===== src/rtl/wsh_pkg.sv =====
`timescale 1ns / 1ps

package wsh_pkg;

    localparam int MAX_SIZE_BYTES = 5;
    localparam int CNT_W          = $clog2(MAX_SIZE_BYTES + 1);
    localparam int LEB_BITS       = 7;
    localparam int SH_W           = $clog2(LEB_BITS * MAX_SIZE_BYTES);
    localparam int POS_W          = 24;
    localparam int CFG_IDX_W      = 2;
    localparam int CFG_DATA_W     = 24;

    localparam logic [POS_W-1:0] POS_MAX      = {POS_W{1'b1}};
    localparam logic [7:0]       WANTED_RESET = 8'd1;
    localparam logic [POS_W-1:0] LIMIT_RESET  = POS_W'(1024 * 1000);

    localparam logic [CFG_IDX_W-1:0] CFG_WANTED_SECTION = 2'd0;
    localparam logic [CFG_IDX_W-1:0] CFG_MODULE_LIMIT   = 2'd1;

    localparam logic [7:0] MAGIC [4] = '{8'h00, 8'h61, 8'h73, 8'h6d};

    typedef enum logic [2:0] {
        PH_MAGIC,
        PH_VERSION,
        PH_ID,
        PH_SIZE,
        PH_SKIP,
        PH_STOP
    } wsh_phase_t;

    typedef enum logic [1:0] {
        KIND_HEADER       = 2'd0,
        KIND_BAD_MAGIC    = 2'd1,
        KIND_SIZE_TOO_LONG = 2'd2
    } wsh_kind_t;

    typedef struct packed {
        logic [7:0] data_byte;
        logic       start_of_module;
    } wsh_item_t;

    typedef struct packed {
        wsh_kind_t        report_kind;
        logic [7:0]       section_id;
        logic [31:0]      section_size;
        logic [POS_W-1:0] header_offset;
        logic [POS_W-1:0] content_offset;
        logic             is_wanted;
        logic [31:0]      module_version;
    } wsh_result_t;

endpackage


===== src/rtl/wasm_section_header_scanner_core.sv =====
`timescale 1ns / 1ps

// Section header scanner for WebAssembly modules. Takes one module byte per
// request and sustains one byte per cycle while the result side is ready;
// a byte passes an input register, the combinational parse logic and a
// result register, which holds the report until it is taken. The
// single result register sets the rate: a report not taken stalls the byte
// behind it. Reports: bad magic at offset 3, one per section header (id,
// size, offsets, version, first match of the wanted id), and a size
// encoding too long, after which the module is ignored. Write the
// configuration registers only while no request is in flight.

module wasm_section_header_scanner_core (
    input  logic                           aclk,
    input  logic                           aresetn,
    input  logic                           cfg_wr_en,
    input  logic [wsh_pkg::CFG_IDX_W-1:0]  cfg_index,
    input  logic [wsh_pkg::CFG_DATA_W-1:0] cfg_wdata,
    input  logic                           s_valid,
    output logic                           s_ready,
    input  logic [7:0]                     s_data_byte,
    input  logic                           s_start_of_module,
    output logic                           m_valid,
    input  logic                           m_ready,
    output logic [1:0]                     m_report_kind,
    output logic [7:0]                     m_section_id,
    output logic [31:0]                    m_section_size,
    output logic [wsh_pkg::POS_W-1:0]      m_header_offset,
    output logic [wsh_pkg::POS_W-1:0]      m_content_offset,
    output logic                           m_is_wanted,
    output logic [31:0]                    m_module_version
);
    import wsh_pkg::*;

    logic [7:0]       wanted_reg;
    logic [POS_W-1:0] limit_reg;

    wsh_item_t   s_item, item;
    logic        item_valid;
    logic        advance;
    logic        space;
    logic        res_valid;
    wsh_result_t res, m_res;

    always_ff @(posedge aclk) begin
        if (!aresetn) begin
            wanted_reg <= WANTED_RESET;
            limit_reg  <= LIMIT_RESET;
        end else if (cfg_wr_en) begin
            if (cfg_index == CFG_WANTED_SECTION) wanted_reg <= cfg_wdata[7:0];
            if (cfg_index == CFG_MODULE_LIMIT)   limit_reg  <= cfg_wdata[POS_W-1:0];
        end
    end

    assign s_item  = {s_data_byte, s_start_of_module};
    assign advance = item_valid && space;

    wsh_in_reg u_in (
        .aclk       (aclk),
        .aresetn    (aresetn),
        .s_valid    (s_valid),
        .s_ready    (s_ready),
        .s_item     (s_item),
        .item_valid (item_valid),
        .item       (item),
        .advance    (advance)
    );

    wsh_parser u_parser (
        .aclk           (aclk),
        .aresetn        (aresetn),
        .advance        (advance),
        .item           (item),
        .wanted_section (wanted_reg),
        .module_limit   (limit_reg),
        .res_valid      (res_valid),
        .res            (res)
    );

    wsh_out_reg u_out (
        .aclk    (aclk),
        .aresetn (aresetn),
        .load    (advance && res_valid),
        .res     (res),
        .space   (space),
        .m_valid (m_valid),
        .m_ready (m_ready),
        .m_res   (m_res)
    );

    assign m_report_kind    = m_res.report_kind;
    assign m_section_id     = m_res.section_id;
    assign m_section_size   = m_res.section_size;
    assign m_header_offset  = m_res.header_offset;
    assign m_content_offset = m_res.content_offset;
    assign m_is_wanted      = m_res.is_wanted;
    assign m_module_version = m_res.module_version;

endmodule


===== src/rtl/wsh_in_reg.sv =====
`timescale 1ns / 1ps

module wsh_in_reg (
    input  logic               aclk,
    input  logic               aresetn,
    input  logic               s_valid,
    output logic               s_ready,
    input  wsh_pkg::wsh_item_t s_item,
    output logic               item_valid,
    output wsh_pkg::wsh_item_t item,
    input  logic               advance
);
    import wsh_pkg::*;

    logic      valid_reg;
    wsh_item_t item_reg;

    assign s_ready    = !valid_reg || advance;
    assign item_valid = valid_reg;
    assign item       = item_reg;

    always_ff @(posedge aclk) begin
        if (!aresetn) begin
            valid_reg <= 1'b0;
        end else if (s_ready) begin
            valid_reg <= s_valid;
        end
    end

    always_ff @(posedge aclk) begin
        if (s_ready && s_valid) begin
            item_reg <= s_item;
        end
    end

endmodule


===== src/rtl/wsh_parser.sv =====
`timescale 1ns / 1ps

module wsh_parser (
    input  logic                      aclk,
    input  logic                      aresetn,
    input  logic                      advance,
    input  wsh_pkg::wsh_item_t        item,
    input  logic [7:0]                wanted_section,
    input  logic [wsh_pkg::POS_W-1:0] module_limit,
    output logic                      res_valid,
    output wsh_pkg::wsh_result_t      res
);
    import wsh_pkg::*;

    wsh_phase_t       phase_reg, phase_next, phase_c;
    logic [POS_W-1:0] pos_reg, pos_next, pos_c;
    logic [7:0]       id_reg, id_next, id_c;
    logic [31:0]      acc_reg, acc_next, acc_c;
    logic [CNT_W-1:0] cnt_reg, cnt_next, cnt_c;
    logic [31:0]      skip_reg, skip_next, skip_c;
    logic             magic_good_reg, magic_good_next, magic_good_c;
    logic [31:0]      version_reg, version_next, version_c;
    logic             match_reg, match_next, match_c;
    logic [POS_W-1:0] hstart_reg, hstart_next, hstart_c;

    logic [7:0]       b;
    logic [SH_W-1:0]  shift_amt;
    logic [31:0]      acc_merged;
    logic [CNT_W-1:0] cnt_inc;
    logic             size_last;
    logic             size_too_long;
    logic             magic_ok;
    logic             hit;
    logic [POS_W-1:0] coff;

    assign b = item.data_byte;

    // clear module state ahead of a byte that opens a new module
    always_comb begin
        if (item.start_of_module) begin
            phase_c      = PH_MAGIC;
            pos_c        = '0;
            id_c         = '0;
            acc_c        = '0;
            cnt_c        = '0;
            skip_c       = '0;
            magic_good_c = 1'b1;
            version_c    = '0;
            match_c      = 1'b0;
            hstart_c     = '0;
        end else begin
            phase_c      = phase_reg;
            pos_c        = pos_reg;
            id_c         = id_reg;
            acc_c        = acc_reg;
            cnt_c        = cnt_reg;
            skip_c       = skip_reg;
            magic_good_c = magic_good_reg;
            version_c    = version_reg;
            match_c      = match_reg;
            hstart_c     = hstart_reg;
        end
    end

    assign shift_amt     = SH_W'(cnt_c) * SH_W'(LEB_BITS);
    assign acc_merged    = (shift_amt < SH_W'(32)) ?
                           (acc_c | ({25'b0, b[6:0]} << shift_amt)) : acc_c;
    assign cnt_inc       = cnt_c + CNT_W'(1);
    assign size_last     = !b[7];
    assign size_too_long = b[7] && (cnt_inc >= CNT_W'(MAX_SIZE_BYTES));
    assign magic_ok      = magic_good_c && (b == MAGIC[pos_c[1:0]]);
    assign hit           = !match_c && (id_c == wanted_section);
    assign coff          = (pos_c < POS_MAX) ? pos_c + POS_W'(1) : POS_MAX;

    always_comb begin
        phase_next = phase_c;
        unique case (phase_c)
            PH_MAGIC: begin
                if (pos_c >= POS_W'(3)) phase_next = PH_VERSION;
            end
            PH_VERSION: begin
                if (pos_c >= POS_W'(7)) phase_next = PH_ID;
            end
            PH_ID: begin
                phase_next = (pos_c >= module_limit) ? PH_STOP : PH_SIZE;
            end
            PH_SIZE: begin
                if (size_too_long) begin
                    phase_next = PH_STOP;
                end else if (size_last) begin
                    phase_next = (acc_merged != '0) ? PH_SKIP : PH_ID;
                end
            end
            PH_SKIP: begin
                if (skip_c == 32'd1) phase_next = PH_ID;
            end
            default: phase_next = phase_c;
        endcase
    end

    always_comb begin
        pos_next        = (pos_c < POS_MAX) ? pos_c + POS_W'(1) : pos_c;
        id_next         = id_c;
        acc_next        = acc_c;
        cnt_next        = cnt_c;
        skip_next       = skip_c;
        magic_good_next = magic_good_c;
        version_next    = version_c;
        match_next      = match_c;
        hstart_next     = hstart_c;
        unique case (phase_c)
            PH_MAGIC: begin
                magic_good_next = magic_ok;
            end
            PH_VERSION: begin
                version_next[8*pos_c[1:0] +: 8] = b;
            end
            PH_ID: begin
                if (pos_c < module_limit) begin
                    id_next     = b;
                    hstart_next = pos_c;
                    acc_next    = '0;
                    cnt_next    = '0;
                end
            end
            PH_SIZE: begin
                acc_next = acc_merged;
                cnt_next = cnt_inc;
                if (size_last) begin
                    skip_next = acc_merged;
                    if (hit) match_next = 1'b1;
                end
            end
            PH_SKIP: begin
                skip_next = skip_c - 32'd1;
            end
            default: ;
        endcase
    end

    always_comb begin
        res_valid          = 1'b0;
        res.report_kind    = KIND_HEADER;
        res.section_id     = '0;
        res.section_size   = '0;
        res.header_offset  = '0;
        res.content_offset = '0;
        res.is_wanted      = 1'b0;
        res.module_version = '0;
        unique case (phase_c)
            PH_MAGIC: begin
                if (pos_c >= POS_W'(3) && !magic_ok) begin
                    res_valid       = 1'b1;
                    res.report_kind = KIND_BAD_MAGIC;
                end
            end
            PH_SIZE: begin
                if (size_too_long || size_last) begin
                    res_valid          = 1'b1;
                    res.report_kind    = size_last ? KIND_HEADER : KIND_SIZE_TOO_LONG;
                    res.section_id     = id_c;
                    res.section_size   = acc_merged;
                    res.header_offset  = hstart_c;
                    res.content_offset = size_last ? coff : '0;
                    res.is_wanted      = size_last && hit;
                    res.module_version = version_c;
                end
            end
            default: ;
        endcase
    end

    always_ff @(posedge aclk) begin
        if (!aresetn) begin
            phase_reg      <= PH_MAGIC;
            pos_reg        <= '0;
            id_reg         <= '0;
            acc_reg        <= '0;
            cnt_reg        <= '0;
            skip_reg       <= '0;
            magic_good_reg <= 1'b1;
            version_reg    <= '0;
            match_reg      <= 1'b0;
            hstart_reg     <= '0;
        end else if (advance) begin
            phase_reg      <= phase_next;
            pos_reg        <= pos_next;
            id_reg         <= id_next;
            acc_reg        <= acc_next;
            cnt_reg        <= cnt_next;
            skip_reg       <= skip_next;
            magic_good_reg <= magic_good_next;
            version_reg    <= version_next;
            match_reg      <= match_next;
            hstart_reg     <= hstart_next;
        end
    end

endmodule


===== src/rtl/wsh_out_reg.sv =====
`timescale 1ns / 1ps

module wsh_out_reg (
    input  logic                 aclk,
    input  logic                 aresetn,
    input  logic                 load,
    input  wsh_pkg::wsh_result_t res,
    output logic                 space,
    output logic                 m_valid,
    input  logic                 m_ready,
    output wsh_pkg::wsh_result_t m_res
);
    import wsh_pkg::*;

    logic        valid_reg;
    wsh_result_t res_reg;

    assign space   = !valid_reg || m_ready;
    assign m_valid = valid_reg;
    assign m_res   = res_reg;

    always_ff @(posedge aclk) begin
        if (!aresetn) begin
            valid_reg <= 1'b0;
        end else if (load) begin
            valid_reg <= 1'b1;
        end else if (m_ready) begin
            valid_reg <= 1'b0;
        end
    end

    always_ff @(posedge aclk) begin
        if (load) begin
            res_reg <= res;
        end
    end

endmodule


===== config.mk =====
export PLATFORM = sky130hd
export DESIGN_NAME = wasm_section_header_scanner_core
export DESIGN_NICKNAME = d
export VERILOG_FILES = /design/src/rtl/wsh_pkg.sv /design/src/rtl/wasm_section_header_scanner_core.sv /design/src/rtl/wsh_in_reg.sv /design/src/rtl/wsh_parser.sv /design/src/rtl/wsh_out_reg.sv
export SDC_FILE = /design/constraint.sdc
export NUM_CORES = 1
export LEC_CHECK = 0
export ABC_CLOCK_PERIOD_IN_PS = 8950
export BUFFER_PORTS_ARGS = -buffer_cell sky130_fd_sc_hd__buf_2
export CAP_MARGIN = 30
export CORE_UTILIZATION = 50
export DETAILED_ROUTE_END_ITERATION = 8
export HOLD_SLACK_MARGIN = 0.08
export PLACE_DENSITY = 0.79
export SLEW_MARGIN = 10
export SYNTH_ARGS = -nofsm -noshare
export SYNTH_HDL_FRONTEND = slang
export SYNTH_HIERARCHICAL = 1
export SYNTH_SLANG_ARGS = --single-unit

===== constraint.sdc =====
create_clock -name aclk -period 8.95 [get_ports aclk]
set_input_delay 0.4475 -clock aclk [delete_from_list [all_inputs] [get_ports aclk]]
set_output_delay 0.4475 -clock aclk [all_outputs]
set_load 0.01 [all_outputs]

==> results.yml, run 1 <==
floorplanning:
  die_h_um: 183.8
  initial_core_util_pct: 50.81
  die-area_um2: 33790
  ios: 165
  num_rows: 66
  die_w_um: 183.8
  core_um2: 32540
synthesis:
  netlist_area_um2: 16530
  synth_cell_types: 94
  async_flop_share_pct: 0
  synth_cells: 1719
  synth-edff-count: 132
  yosys_warnings: 6
  synth-seq-cells: 326
  yosysSeqAreaShare_pct: 47.47
  syn_nets: 1802
  avgSynthCellArea_um2: 9.617
  synthFlopType: "dfxtp_1"
timing:
  max_freq_mhz: 203.0
  tns_ns: 0
  grt_setup_unrepaired: "no"
  report.final.slew_viol_count: 0
  skew_ns: 0.01980
  hold_violations: 0
  min_period_ns: 4.926
  tightest_slew_ns: 1.024
  setup_viol: 0
  post-route-period-util_pct: 55.04
  max-slew-margin-rel_pct: 31.58
grt:
  grt.total_usage_pct: 27.49
  gr-total-overflow: 0
  grt_pass1_wl_um: 73330
  grt_antenna_before_repair: 1
  grt_pass1_vias: 13180
  grt_max_degree: 116
worst_setup_path:
  worstPathRequired_ns: 9.35
  arrival_ns: 5.33
  crit_slowest_cell: "buf_4"
  end_kind: "flip-flop"
  path_cells: "inv_2 > buf_4 > nand2_1 > inv_1 > ha_1 > nor2b_1 > o211ai_1 > a211o_1 > nand3_2 > or2_1 > buf_8 > o311ai_0"
  worstSetupStartpointType: "flip-flop"
  critPathKind: "reg -> reg"
  cp_slowest_stage_delay_ns: 0.67
  worstPathMaxFanout: 63
finish:
  fin_nets: 1885
  antenna_cells: 0
  syn_to_final_growth_pct: 13.47
  fin_area_um2: 18760
  drive_gt1_share_pct: 15.14
  largest_reg_flops: 123
  final_common_cell: "dfxtp_1"
  layout_common_cells: "194 x dfxtp_1, 163 x buf_2, 159 x nand2_1, 132 x edfxtp_1, 109 x nor2_1"
cts:
  clockBufferDepth: 3
  clock-sinks: 326
  clock_latency_ns: 0.53
  cts_made_buffers: 35
  cts_root_buf: "clkbuf_16"
  ctsHoldBuffers: 0
  clk_pin_slew_ns: 0.06
  cts-htree-levels: 2
  cts_tree: "done"
  cts.repair.resized: 0
  post_cts_buffers: 0
place:
  placed_cell_area_um2: 17480
  dp_hpwl_um: 31920
  place.gp.congestion: 0.9619
  portBuffers: 164
route:
  drc_errors: 0
  routed_wl_um: 47160
  vias_per_cell: 6.277
  drt_first_pass_iters: 6
  dr.first_iter.drc_count: 1800
  ant_nets: 0
  vias: 14260
  wl_per_cell_um: 20.77
power:
  peakVddDrop_mv: 0.1432
  p_leak_nw: 6.709
  powerDensity_nw_per_um2: 184.5
run_status:
  status: "completed"
run:
  drv_cap: 0
min_path:
  hp-class: "in -> reg"
-- area by class of cell --
type | count | area, um^2
clock buffer | 51 | 1012
clock inverter | 13 | 212.7
fill | 2803 | 13780
inverter | 51 | 191.4
multi-input combinational | 1201 | 7850
sequential | 326 | 7848
tap | 442 | 553.0
timing repair buffer | 187 | 1091
-- critical path, delay by kind of cell, from the launching register on --
family                     cells  cell delay [ns]
DFF                            1             0.44
adders and majority gates      1             0.28
AOI/OAI and AO/OA              3             0.77
and+or+nand+nor                4             1.65
buffers and inverters          4             1.61
-- layer usage --
metal	up-vias	GRT usage, %	part of all wire, %
met2	726	43.44	46
li1	6548	-	-
met5	-	0	0.030
met3	115	4.279	8.4
met4	2	10.63	3.2
met1	6865	37.80	42
-- cells by family after synthesis --
group	count (synthesis)	synth area share, %
AND/OR/NAND/NOR	646	21.21
AO/OA/AOI/OAI	451	19.47
flip-flops	326	47.47
buffers and inverters	192	5.147
adder cells (fa/ha/maj)	43	3.255
XOR/XNOR	33	1.748
multiplexers	28	1.695
-- power breakdown --
part	switching (mW)	total [mW]	internal (mW)
Clock	0.600	1.54	0.937
Sequential	0.0356	1.62	1.58
Combinational	0.202	0.305	0.103
-- Yosys cell counts (19+ instances only) --
| cell type | n | area share (%) |
|---|---|---|
| a21oi_1 | 73 | 2.2 |
| a22oi_1 | 47 | 2.1 |
| and2_1 | 70 | 2.6 |
| buf_2 | 26 | 0.79 |
| clkbuf_1 | 94 | 2.1 |
| dfxtp_1 | 194 | 23 |
| edfxtp_1 | 132 | 24 |
| ha_1 | 43 | 3.3 |
| inv_1 | 50 | 1.1 |
| mux2i_1 | 28 | 1.7 |
| nand2_1 | 159 | 3.6 |
| nand3_1 | 57 | 1.7 |
| nand4_1 | 23 | 0.87 |
| nor2_1 | 109 | 2.5 |
| nor2b_1 | 73 | 2.8 |
| nor3_1 | 28 | 0.85 |
| nor4_1 | 24 | 0.91 |
| o2111ai_1 | 35 | 1.9 |
| o211ai_1 | 41 | 1.9 |
| o21ai_0 | 75 | 2.3 |
| o2bb2ai_1 | 31 | 1.6 |
| xnor2_1 | 19 | 1.0 |
-- stage by stage --
stage | utilization, % | power (mW) | cells | hold WS, ns | worst slack, ns
global placement | 53.43 | 1.936 | 2200 | 0.4374 | 4.036
CTS | 57.48 | 3.473 | 2268 | 0.09258 | 3.793
detailed placement | 53.71 | 1.944 | 2204 | 0.4397 | 3.873
floorplan | - | 1.853 | 1719 | 0.4247 | 3.151
global route | 57.65 | 3.577 | 2271 | 0.09497 | 3.680
finish | 57.65 | 3.460 | 2271 | 0.09627 | 4.024
-- worst paths after layout --
kind | depth (start not counted) | slack, ns | end | startpoint
max | 12 | 4.02 | u_parser/hstart_reg[19] | u_in/item[0]
min reg2reg | 1 | 0.46 | u_parser/acc_reg[4] | u_parser/acc_reg[4]
min | 1 | 0.1 | u_in/item[8] | s_data_byte[7]
max reg2reg | 12 | 4.02 | u_parser/hstart_reg[19] | u_in/item[0]
Note: power is estimated with default switching activity, not from simulation.
==> inputs of run 2 (changes only) <==
- ABC_CLOCK_PERIOD_IN_PS: 8950 -> 4400
- PLACE_DENSITY: 0.79 -> 0.82
- clock period: 8.95 -> 4.4 ns (I/O delays scaled with it)
==> results.yml, run 2 (same netlist as run 1, synthesis figures left out) <==
run_status:
  status: "completed"
grt:
  gr-total-overflow: 0
  use_met1_pct: 39.69
  grt_pass1_wl_um: 78180
  met3_usage_pct: 5.230
  grt_max_degree: 108
  met2_usage_pct: 46.45
  grt-busiest-layer: "met2"
  grt_pass1_vias: 13880
  grt.total_usage_pct: 29.32
  grt_antenna_before_repair: 0
floorplanning:
  core_um2: 32540
  num_rows: 66
  initial_core_util_pct: 50.81
  ios: 165
  die_w_um: 183.8
  die-area_um2: 33790
  die_h_um: 183.8
place:
  dp_hpwl_um: 33030
  place.gp.congestion: 0.9583
  portBuffers: 164
cts:
  clk_pin_slew_ns: 0.07
  clock-sinks: 326
  cts-htree-levels: 2
  ctsHoldBuffers: 35
  cts_tree: "done"
  clock_latency_ns: 0.52
  post_cts_buffers: 0
  cts.repair.resized: 0
  cts_made_buffers: 35
  clockBufferDepth: 3
  cts_root_buf: "clkbuf_16"
worst_setup_path:
  worstPathMaxFanout: 107
  worstPathRequired_ns: 4.77
  timing.rr.start: "u_in/item[0]"
  arrival_ns: 4.13
  r2r_cells: 11
  critPathLaunch: "u_in/item[0]"
  worstSetupStartpointType: "flip-flop"
  end_kind: "flip-flop"
  critPathKind: "reg -> reg"
timing:
  setup_viol: 0
  hold_violations: 0
  min_period_ns: 3.761
  tns_ns: 0
  report.final.slew_viol_count: 0
  max-slew-margin-rel_pct: 30.87
  post-route-period-util_pct: 85.48
  max_freq_mhz: 265.9
  grt_setup_unrepaired: "no"
  holdWs_ns: 0.09538
  tightest_slew_ns: 1.023
  skew_ns: 0.01983
finish:
  multi_input_area_um2: 7850
  layout_common_cells: "194 x dfxtp_1, 163 x buf_2, 159 x nand2_1, 132 x edfxtp_1, 109 x nor2_1"
  utilization_pct: 59.23
  largest_reg_flops: 123
  seqCellArea_um2: 7848
  syn_to_final_growth_pct: 16.58
  antenna_cells: 0
  drive_gt1_share_pct: 15.98
  nFillCells: 2753
  fin_nets: 1942
  final_common_cell: "dfxtp_1"
min_path:
  min_path_cells: 3
  hp-class: "in -> reg"
  hold_start: "cfg_index[0]"
power:
  p_comb_share_pct: 9.7
  internal_power_mw: 5.353
  switching_power_mw: 1.755
  p_leak_nw: 6.952
  power.share.switching_pct: 24.69
  powerDensity_nw_per_um2: 368.8
  clkPwrFrac_pct: 44.2
  peakVddDrop_mv: 0.3251
  power_frac_seq_pct: 46.1
route:
  vias_per_cell: 6.331
  drc_errors: 0
  vias: 14730
  dr.first_iter.drc_count: 1776
  wl_per_cell_um: 21.51
  routed_wl_um: 50030
  drt_first_pass_iters: 6
  ant_nets: 0
run:
  drv_cap: 0
==> run 2: path summary, 6_finish.rpt <==
path	to	slack, ns
worst max-delay path	u_parser/hstart_reg[22]	0.64
worst min-delay path	limit_reg[18]	0.1
worst max register to register	u_parser/hstart_reg[22]	0.64
worst min register to register	u_parser/acc_reg[23]	0.46
==> run 2: power groups by stage <==
stage | Clock [mW] | Combinational, mW | Sequential [mW]
after floorplan | 0 | 0.416 | 3.35
after global placement | 0 | 0.625 | 3.34
after detailed placement | 0 | 0.636 | 3.34
after CTS | 3.16 | 0.665 | 3.28
after global routing | 3.29 | 0.739 | 3.29
final | 3.14 | 0.689 | 3.28
==> run 2: per-layer routing <==
layer,vias to the layer above,routed length (um)
met5,-,0
met4,0,1884
met3,154,4528
met2,847,22860
met1,7047,20770
li1,6678,-
==> run 2: worst max-delay path, cell delays in order, from the launching register on <==
cell and delay [ns]:
edfxtp_1 0.41, buf_12 0.43, nand2b_4 0.27, inv_1 0.16, ha_1 0.34, nand4_1 0.16
or4_1 0.54, a211o_1 0.31, nand3_2 0.08, or2_1 0.52, buf_12 0.23, o311ai_0 0.14
==> run 2: area by class of cell <==
class,instances,area share [%]
inverters,51,0.9933
multi-input cells,1201,40.73
flip-flops and latches,326,40.72
well taps,442,2.870
repair buffers,244,8.414
clock inverters,21,1.610
clock buffers,41,4.661
==> run 2: stage by stage <==
| step | std cells | setup slack [ns] | instance area (um^2) | power (mW) |
|---|---|---|---|---|
| after floorplan | 1719 | 0.009425 | 16530 | 3.766 |
| after global placement | 2225 | 0.7780 | 17620 | 3.965 |
| after detailed placement | 2226 | 0.7114 | 17640 | 3.979 |
| after CTS | 2323 | 0.7026 | 19200 | 7.106 |
| after global routing | 2326 | 0.4359 | 19270 | 7.315 |
| final | 2326 | 0.6390 | 19270 | 7.108 |
==> inputs of run 3 (changes only) <==
- CORE_ASPECT_RATIO: not set -> 0.9
- GPL_ROUTABILITY_DRIVEN: not set -> 0
==> results.yml, run 3 (same netlist as run 1, synthesis figures left out) <==
run_status:
  status: "completed"
run:
  drv_cap: 0
power:
  powerDensity_nw_per_um2: 360.2
  peakVddDrop_mv: 0.1931
  p_leak_nw: 6.824
cts:
  clk_pin_slew_ns: 0.07
  clockBufferDepth: 3
  cts.repair.resized: 0
  cts_root_buf: "clkbuf_16"
  cts_made_buffers: 35
  cts_tree: "done"
  clock_latency_ns: 0.52
  clock-sinks: 326
  cts-htree-levels: 2
finish:
  largest_reg_flops: 123
  drive_gt1_share_pct: 15.21
  final_common_cell: "dfxtp_1"
  nFillCells: 2611
  syn_to_final_growth_pct: 14.99
  multi_input_area_um2: 7850
  seqCellArea_um2: 7848
  utilization_pct: 59.05
  fin_nets: 1932
  layout_common_cells: "194 x dfxtp_1, 163 x buf_2, 159 x nand2_1, 132 x edfxtp_1, 109 x nor2_1"
floorplanning:
  ios: 165
  core_um2: 32190
  num_rows: 62
  die_h_um: 174.5
  die-area_um2: 33790
  initial_core_util_pct: 51.35
  die_w_um: 193.7
worst_setup_path:
  crit_buf_inv: 3
  worstPathMaxFanout: 107
  path_cells: "buf_12 > nand2b_1 > inv_1 > ha_1 > inv_1 > ha_1 > a21oi_1 > and4_1 > a22o_1 > nor4_1 > and3_1 > o311ai_1"
  crit_slowest_cell: "a21oi_1"
  r2r_cells: 12
  r2r_setup_slack_ns: 0.33
  critPathKind: "reg -> reg"
  worstSetupStartpointType: "flip-flop"
  worstPathRequired_ns: 4.82
  cp_top_family: "compound AO/OA/AOI/OAI gates"
  end_kind: "flip-flop"
  timing.rr.start: "u_in/item[0]"
  cp_slowest_stage_delay_ns: 0.75
  reg2reg_to: "u_parser/phase_reg[2]"
  arrival_ns: 4.49
grt:
  grt_antenna_before_repair: 3
  gr-total-overflow: 0
  grt_pass1_vias: 13800
  grt_max_degree: 158
  grt.total_usage_pct: 28.43
  grt_pass1_wl_um: 76670
route:
  ant_nets: 0
  routed_wl_um: 49900
  drt_first_pass_iters: 6
  vias: 14910
  vias_per_cell: 6.506
  wl_per_cell_um: 21.78
  drc_errors: 0
  dr.first_iter.drc_count: 2223
min_path:
  hp-class: "in -> reg"
  hold_start: "cfg_index[0]"
  min_path_cells: 3
  min_delay_worst_endpoint: "limit_reg[19]"
place:
  portBuffers: 164
  dp_hpwl_um: 33030
timing:
  holdWs_ns: 0.1285
  max-slew-margin-rel_pct: 35.15
  skew_ns: 0.02092
  post-route-period-util_pct: 92.41
  max_freq_mhz: 245.9
  min_period_ns: 4.066
  grt_setup_unrepaired: "no"
  report.final.slew_viol_count: 0
  tns_ns: 0
  hold_violations: 0
  setup_viol: 0
  tightest_slew_ns: 0.9704
## run 3: changes by cell type in the layout (fill, tap and decap cells not counted), sizes merged
cell and change:
bufinv -4, clkinv +3, clkinvlp +1, clkbuf +3
diode +1, clkdlybuf4s15 +1, buf -11, inv -3
## run 3: metrics by stage
step	setup WS (ns)	std cells	total power, mW	cell area, um^2
after detailed placement	0.4986	2193	3.971	17560
after floorplan	0.009425	1719	3.766	16530
after global placement	0.7508	2190	3.953	17510
after global routing	0.1034	2290	7.021	19010
after CTS	0.4826	2290	6.844	19010
final	0.3340	2291	6.847	19010
## run 3: repair_timing
item | CTS | global route
setup buffers | 0 | 0
hold endpoints to repair | 42 | 0
endpoints found under the setup margin | 0 | 0
hold buffers | 35 | 0
## run 3: cell type report
cell class                      instances  area share [%]
Antenna cell                            1         0.01316
Clock buffer                           44           4.890
Clock inverter                         18          0.8951
Inverter                               51           1.007
Multi-Input combinational cell       1201           41.30
Sequential cell                       326           41.28
Tap cell                              416           2.738
Timing Repair Buffer                  234           7.879
## run 3: per-layer routing
| layer | vias to the layer above | global-route usage (%) | part of all wire [%] |
|---|---|---|---|
| li1 | 6635 | - | - |
| met1 | 7097 | 38.82 | 41 |
| met2 | 994 | 42.95 | 44 |
| met3 | 176 | 6.733 | 11 |
| met4 | 4 | 12.43 | 3.9 |
| met5 | - | 0 | 0.054 |
## run 3: tightest hold or removal path, cell delays in order
cell,delay (ns)
buf_2,0.16
nand4b_1,0.10
o211ai_1,0.09
## run 3: worst max-delay path by stage
stage                  from                    end  cells after the start
6_report       u_in/item[0]  u_parser/phase_reg[2]                     12
5_1_grt        u_in/item[0]  u_parser/phase_reg[2]                     12
4_1_cts        u_in/item[0]  u_parser/phase_reg[2]                     12
3_5_place_dp   u_in/item[0]  u_parser/phase_reg[2]                     12
3_3_place_gp   u_in/item[0]  u_parser/phase_reg[2]                     12
2_1_floorplan  u_in/item[0]         u_out/m_res[0]                     14
## run 3: where the power goes
group	switching, mW	leakage (nW)	internal (mW)
combinational	0.440	3.54	0.233
clock	1.21	0.529	1.68
sequential	0.0673	2.76	3.22
